==> config.mk <==
export PLATFORM = sky130hd
export DESIGN_NAME = ffrp_cell
export DESIGN_NICKNAME = d
export VERILOG_FILES = /design/src/sv/ffrp_pkg.sv /design/src/sv/ffrp_cell.sv
export SDC_FILE = /design/constraint.sdc
export NUM_CORES = 1
export LEC_CHECK = 0
export BUFFER_PORTS_ARGS = -buffer_cell sky130_fd_sc_hd__buf_2
export CORE_MARGIN = 1
export CORE_UTILIZATION = 47
export DETAILED_ROUTE_END_ITERATION = 12
export PLACE_DENSITY = 0.79
export SLEW_MARGIN = 20
export SYNTH_ARGS = -nofsm -noshare
export SYNTH_HDL_FRONTEND = slang
export SYNTH_SLANG_ARGS = --single-unit
export TNS_END_PERCENT = 50
==> constraint.sdc <==
create_clock -name aclk -period 5.2 [get_ports aclk]
set_input_delay 0.26 -clock aclk [delete_from_list [all_inputs] [get_ports aclk]]
set_output_delay 0.26 -clock aclk [all_outputs]
set_load 0.01 [all_outputs]
==> src/sv/ffrp_pkg.sv <==
// Shared types and constants for the first-fit resource placer.
package ffrp_pkg;

    localparam int MACHINES_DEF = 256;
    localparam int INDEX_LIMIT  = 256;

    localparam int AMT_W = 17;
    localparam int MID_W = 8;
    localparam int CNT_W = 9;
    localparam int ST_W  = 2;

    localparam logic [AMT_W-1:0] FULL_CAP = 17'h10000;

    localparam logic FUNC_PLACE   = 1'b0;
    localparam logic FUNC_RELEASE = 1'b1;

    localparam logic [ST_W-1:0] ST_PLACED   = 2'd0;
    localparam logic [ST_W-1:0] ST_NOFIT    = 2'd1;
    localparam logic [ST_W-1:0] ST_RELEASED = 2'd2;

    // Request token that walks the cell row.
    typedef struct packed {
        logic             valid;
        logic             func;
        logic [AMT_W-1:0] cpu;
        logic [AMT_W-1:0] mem;
        logic [AMT_W-1:0] disk;
        logic [MID_W-1:0] mid;
        logic             placed;
        logic [MID_W-1:0] idx;
    } tok_t;

endpackage

==> src/sv/ffrp_cell.sv <==
// One machine's free capacity and its stage of the request chain.
module ffrp_cell #(
    parameter int CELL_ID = 0
) (
    input  logic                       aclk,
    input  logic                       aresetn,
    input  logic                       advance,
    input  logic [ffrp_pkg::CNT_W-1:0] in_use,
    input  ffrp_pkg::tok_t             tok_in,
    output ffrp_pkg::tok_t             tok_out
);

    localparam logic [ffrp_pkg::CNT_W-1:0] ID_CNT = ffrp_pkg::CNT_W'(CELL_ID);
    localparam logic [ffrp_pkg::MID_W-1:0] ID_MID = ffrp_pkg::MID_W'(CELL_ID);

    logic [ffrp_pkg::AMT_W-1:0] cpu_reg, cpu_next;
    logic [ffrp_pkg::AMT_W-1:0] mem_reg, mem_next;
    logic [ffrp_pkg::AMT_W-1:0] disk_reg, disk_next;
    ffrp_pkg::tok_t             tok_reg, tok_next;

    logic                       fits;
    logic                       take;
    logic                       rel_hit;
    logic [ffrp_pkg::AMT_W:0]   cpu_sum, mem_sum, disk_sum;

    assign fits = (tok_in.cpu <= cpu_reg) && (tok_in.mem <= mem_reg)
               && (tok_in.disk <= disk_reg);
    assign take = tok_in.valid && (tok_in.func == ffrp_pkg::FUNC_PLACE)
               && !tok_in.placed && (ID_CNT < in_use) && fits;
    assign rel_hit = tok_in.valid && (tok_in.func == ffrp_pkg::FUNC_RELEASE)
                  && (tok_in.mid == ID_MID);

    assign cpu_sum  = {1'b0, cpu_reg} + {1'b0, tok_in.cpu};
    assign mem_sum  = {1'b0, mem_reg} + {1'b0, tok_in.mem};
    assign disk_sum = {1'b0, disk_reg} + {1'b0, tok_in.disk};

    always_comb begin
        cpu_next  = cpu_reg;
        mem_next  = mem_reg;
        disk_next = disk_reg;
        tok_next  = tok_in;
        if (take) begin
            cpu_next        = cpu_reg - tok_in.cpu;
            mem_next        = mem_reg - tok_in.mem;
            disk_next       = disk_reg - tok_in.disk;
            tok_next.placed = 1'b1;
            tok_next.idx    = ID_MID;
        end else if (rel_hit) begin
            // saturate at a full machine
            cpu_next  = (cpu_sum > {1'b0, ffrp_pkg::FULL_CAP})
                      ? ffrp_pkg::FULL_CAP : cpu_sum[ffrp_pkg::AMT_W-1:0];
            mem_next  = (mem_sum > {1'b0, ffrp_pkg::FULL_CAP})
                      ? ffrp_pkg::FULL_CAP : mem_sum[ffrp_pkg::AMT_W-1:0];
            disk_next = (disk_sum > {1'b0, ffrp_pkg::FULL_CAP})
                      ? ffrp_pkg::FULL_CAP : disk_sum[ffrp_pkg::AMT_W-1:0];
        end
    end

    always_ff @(posedge aclk) begin
        if (!aresetn) begin
            cpu_reg  <= ffrp_pkg::FULL_CAP;
            mem_reg  <= ffrp_pkg::FULL_CAP;
            disk_reg <= ffrp_pkg::FULL_CAP;
            tok_reg  <= '0;
        end else if (advance) begin
            cpu_reg  <= cpu_next;
            mem_reg  <= mem_next;
            disk_reg <= disk_next;
            tok_reg  <= tok_next;
        end
    end

    assign tok_out = tok_reg;

endmodule
==> flow_summary.json <==
{
  "power-per-cell-area_nw_per_um2": 220,
  "worst_path_slowest_cell": "sky130_fd_sc_hd__o21ai_1",
  "timing.setup.tns_ps": 0,
  "criticalPathCategory": "reg -> reg",
  "io_pins": 152,
  "die_area_um2": 22900,
  "via_count": 10400,
  "r2r_start": "cpu_reg[4]$_SDFFE_PN0P_",
  "post_synth.cell_area_avg_um2": 7.76,
  "cts_max_path_buffers": 2,
  "detailed_router_s_first_iteration_violation_count": 839,
  "synthTopCellsByArea": "sky130_fd_sc_hd__dfxtp_1 (23%), sky130_fd_sc_hd__ha_1 (12%), sky130_fd_sc_hd__mux2i_1 (7.4%)",
  "whs_endpoint": "tok_out[11]$_SDFFE_PN0P_",
  "syn-num-nets": 1540,
  "largest_register_ffs": 70,
  "vdd.ir_drop.worst_uv": 171,
  "worst_ep_arrival_time_ps": 4450,
  "timing.critical_path.cells": "ha_1 -> a211oi_1 -> nor2_1 -> o311ai_0 -> a21oi_1 -> o21ai_1 -> nor3_1 -> o21ai_1 -> o21bai_2 -> o21ai_1",
  "avgRoutedWirePerCell_um": 17.3,
  "place.detailed.hpwl_um": 21900,
  "setup.reg_to_reg.worst_slack_ps": 1040,
  "fp-row-count": 54,
  "synthesis.instances": 1350,
  "final.period_utilization_pct": 79.9,
  "drc_violation_count_after_routing": 0,
  "grt_pass1_wl_um": 47900,
  "fin_nets": 1643,
  "most_frequent_cells_after_synthesis": "sky130_fd_sc_hd__nor2_1 (145), sky130_fd_sc_hd__dfxtp_1 (121), sky130_fd_sc_hd__ha_1 (102)",
  "run_status": "complete, no violations",
  "fraction_of_registers_with_async_set_reset_pct": 0,
  "flow.area_growth_from_synthesis_pct": 14.3,
  "worst_skew_pair.late_latency_ps": 430,
  "post-synth-top-area-cell": "sky130_fd_sc_hd__dfxtp_1",
  "reg2reg_to": "disk_reg[2]$_SDFFE_PN0P_",
  "antenna-diode-count": 0,
  "cts-resized-gates": 0,
  "crit_start": "cpu_reg[4]$_SDFFE_PN0P_",
  "clock_sinks": 121,
  "die-height_um": 151,
  "crit_path_max_incr_delay_ps": 750,
  "final.fill_count": 2027,
  "drv.max_cap_violation_count": 0,
  "grt_usage_pct": 26.5,
  "yosysSeqAreaShare_pct": 23.1,
  "final_cell_area_um2": 12000,
  "via_count_of_the_first_global_routing_pass": 9587,
  "setup_viol": 0,
  "fin_worst_hold_slack_ps": 86.2,
  "cts_hold_repair.buffers": 0,
  "critPathMostFrequentCell": "sky130_fd_sc_hd__o21ai_1",
  "grt_antenna_before_repair": 0,
  "worst-path-buf-inv": 0,
  "cts_root_buffer": "sky130_fd_sc_hd__clkbuf_16",
  "rsz0062_at_grt": "false",
  "critical_path.startpoint_type": "flop",
  "holdCritStartpoint": "tok_in[11]",
  "floorplan.initialDensity_pct": 48.0,
  "postRouteAntennaNets": 0,
  "drt_pre_antenna_iters": 6,
  "timing.reg2reg.worst_path_depth": 10,
  "cp_data_required_time_ps": 5490,
  "tritoncts.num_buffers": 17,
  "timing.hold.worst_path_depth": 3,
  "dieWidth_um": 151,
  "clock_tree_from_tritoncts": "yes",
  "ys_dominant_reg_cell": "sky130_fd_sc_hd__dfxtp_1",
  "seqCellArea_um2": 2420,
  "cts.clk_slew.worst_paths_ps": 60,
  "power.leakage_nw": 5.71,
  "multiInputGateArea_um2": 7370,
  "port_buffers": 151,
  "grt_max_degree": 77,
  "synth.cell_area_um2": 10500,
  "synth.top_cell.area_share_pct": 23.1,
  "count_of_flip_flops_with_a_built_in_enable_after_synthesis": 0,
  "fmax_mhz": 241,
  "synth_cell_type_count": 83,
  "cp_top_family": "compound AO/OA/AOI/OAI gates",
  "placedInstanceArea_um2": 11400,
  "fin_crit_ps": 4160,
  "count_of_buffers_added_by_post_cts_timing_repair_for_setup": 0,
  "finalWeightedCongestion": 0.939,
  "timing.clock.skew_ps": 11.9,
  "detail_route.wirelength_um": 30100,
  "final_layout_size_suffix_gt1_share_pct": 14.8,
  "design.core.area_um2": 21800,
  "post_drt_via_cell_ratio": 5.99,
  "slew_headroom_pct": 40.7,
  "h-tree-depth": 4,
  "slew_viol_final": 0,
  "worstMarginPinSlew_ps": 883,
  "cell_with_the_most_instances_after_synthesis": "sky130_fd_sc_hd__nor2_1",
  "worstPathMaxFanout": 10,
  "ys_ff_latch": 121,
  "grt_overflow": 0,
  "hold_path_class": "in -> reg",
  "critical_path.endpoint_type": "flop",
  "number_of_warnings_issued_by_yosys": 0,
  "final_hold_viol_count": 0
}
==> metrics by stage <==
step / setup WS, ps / util (%) / std cells / total power, mW
detailed placement: 1090 / 52.1 / 1714 / 1.39
floorplan: 2200 / - / 1350 / 1.25
finish: 1040 / 54.9 / 1744 / 2.64
global placement: 1240 / 52.1 / 1714 / 1.38
CTS: 1130 / 54.9 / 1744 / 2.66
global route: 804 / 54.9 / 1744 / 2.74
==> worst max-delay path by stage <==
stage                                 to  slack (ps)  cells after the start
5_1_grt         disk_reg[2]$_SDFFE_PN0P_         800                     10
3_5_place_dp    disk_reg[2]$_SDFFE_PN0P_        1090                     12
2_1_floorplan  disk_reg[12]$_SDFFE_PN0P_        2200                     12
6_report        disk_reg[2]$_SDFFE_PN0P_        1040                     10
3_3_place_gp     cpu_reg[2]$_SDFFE_PN0P_        1240                     13
4_1_cts         disk_reg[2]$_SDFFE_PN0P_        1130                     10
==> where the power goes <==
group | switching (mW) | internal (mW) | total (mW)
Combinational | 0.244 | 0.156 | 0.400
Sequential | 0.0144 | 0.960 | 0.974
Clock | 0.454 | 0.811 | 1.27
Total | 0.713 | 1.93 | 2.64
==> cell families after synthesis <==
kind of cell	count (synthesis)	synth area share [%]
fa+ha+maj	108	13.3
xor+xnor	57	4.76
simple gates	425	20.1
mux	79	7.57
compound gates	381	24.5
flops	121	23.1
buf+inv	179	6.65
==> per-layer routing <==
layer	wire (um)	vias up	part of all wire, %	global-route usage, %
met5	0	-	0	0
met2	13800	434	46	43.2
li1	-	5068	-	-
met4	965	0	3.2	10.9
met3	2230	75	7.4	5.87
met1	13100	4870	44	33.5
==> worst reg2reg max path, delay by kind of cell, from the launching register on <==
| family | cells | cell delay [ps] |
|---|---|---|
| and+or+nand+nor | 2 | 290 |
| DFF | 1 | 330 |
| adders and majority gates | 1 | 420 |
| AOI/OAI and AO/OA | 7 | 2980 |
==> placed cells by master, fill, tap and decap left out, types with 5 or more instances in the layout <==
| cell | netlist | layout |
|---|---|---|
| sky130_fd_sc_hd__a2111oi_0 | 9 | 9 |
| sky130_fd_sc_hd__a211oi_1 | 13 | 13 |
| sky130_fd_sc_hd__a21o_1 | 30 | 30 |
| sky130_fd_sc_hd__a21oi_1 | 97 | 97 |
| sky130_fd_sc_hd__a22o_1 | 17 | 17 |
| sky130_fd_sc_hd__a311oi_1 | 7 | 7 |
| sky130_fd_sc_hd__a31oi_1 | 17 | 17 |
| sky130_fd_sc_hd__and3_1 | 8 | 8 |
| sky130_fd_sc_hd__buf_2 | 14 | 150 |
| sky130_fd_sc_hd__buf_4 | 2 | 12 |
| sky130_fd_sc_hd__clkbuf_16 | 0 | 17 |
| sky130_fd_sc_hd__clkbuf_8 | 0 | 5 |
| sky130_fd_sc_hd__dfxtp_1 | 121 | 121 |
| sky130_fd_sc_hd__fa_1 | 6 | 6 |
| sky130_fd_sc_hd__ha_1 | 102 | 102 |
| sky130_fd_sc_hd__inv_1 | 100 | 99 |
| sky130_fd_sc_hd__mux2i_1 | 77 | 77 |
| sky130_fd_sc_hd__nand2_1 | 69 | 69 |
| sky130_fd_sc_hd__nand2b_1 | 12 | 12 |
| sky130_fd_sc_hd__nand3_1 | 38 | 38 |
| sky130_fd_sc_hd__nand4_1 | 14 | 14 |
| sky130_fd_sc_hd__nor2_1 | 145 | 144 |
| sky130_fd_sc_hd__nor2b_1 | 26 | 26 |
| sky130_fd_sc_hd__nor3_1 | 40 | 39 |
| sky130_fd_sc_hd__nor3b_1 | 9 | 9 |
| sky130_fd_sc_hd__nor4_1 | 19 | 19 |
| sky130_fd_sc_hd__o2111ai_1 | 8 | 8 |
| sky130_fd_sc_hd__o211ai_1 | 8 | 8 |
| sky130_fd_sc_hd__o21a_1 | 15 | 15 |
| sky130_fd_sc_hd__o21ai_0 | 63 | 63 |
| sky130_fd_sc_hd__o21ai_1 | 15 | 15 |
| sky130_fd_sc_hd__o21bai_1 | 13 | 13 |
| sky130_fd_sc_hd__o31ai_1 | 11 | 11 |
| sky130_fd_sc_hd__or2_2 | 8 | 8 |
| sky130_fd_sc_hd__or3_1 | 10 | 10 |
| sky130_fd_sc_hd__xnor2_1 | 43 | 43 |
| sky130_fd_sc_hd__xor2_1 | 14 | 14 |
==> layout make-up <==
type | count | share of cell area [%]
timing repair buffer | 162 | 7.02
multi-input combinational | 1050 | 61.5
clock buffer | 23 | 4.16
tap | 280 | 2.92
inverter | 101 | 3.17
clock inverter | 7 | 0.961
sequential | 121 | 20.2
(Power assumes the default switching activity.)
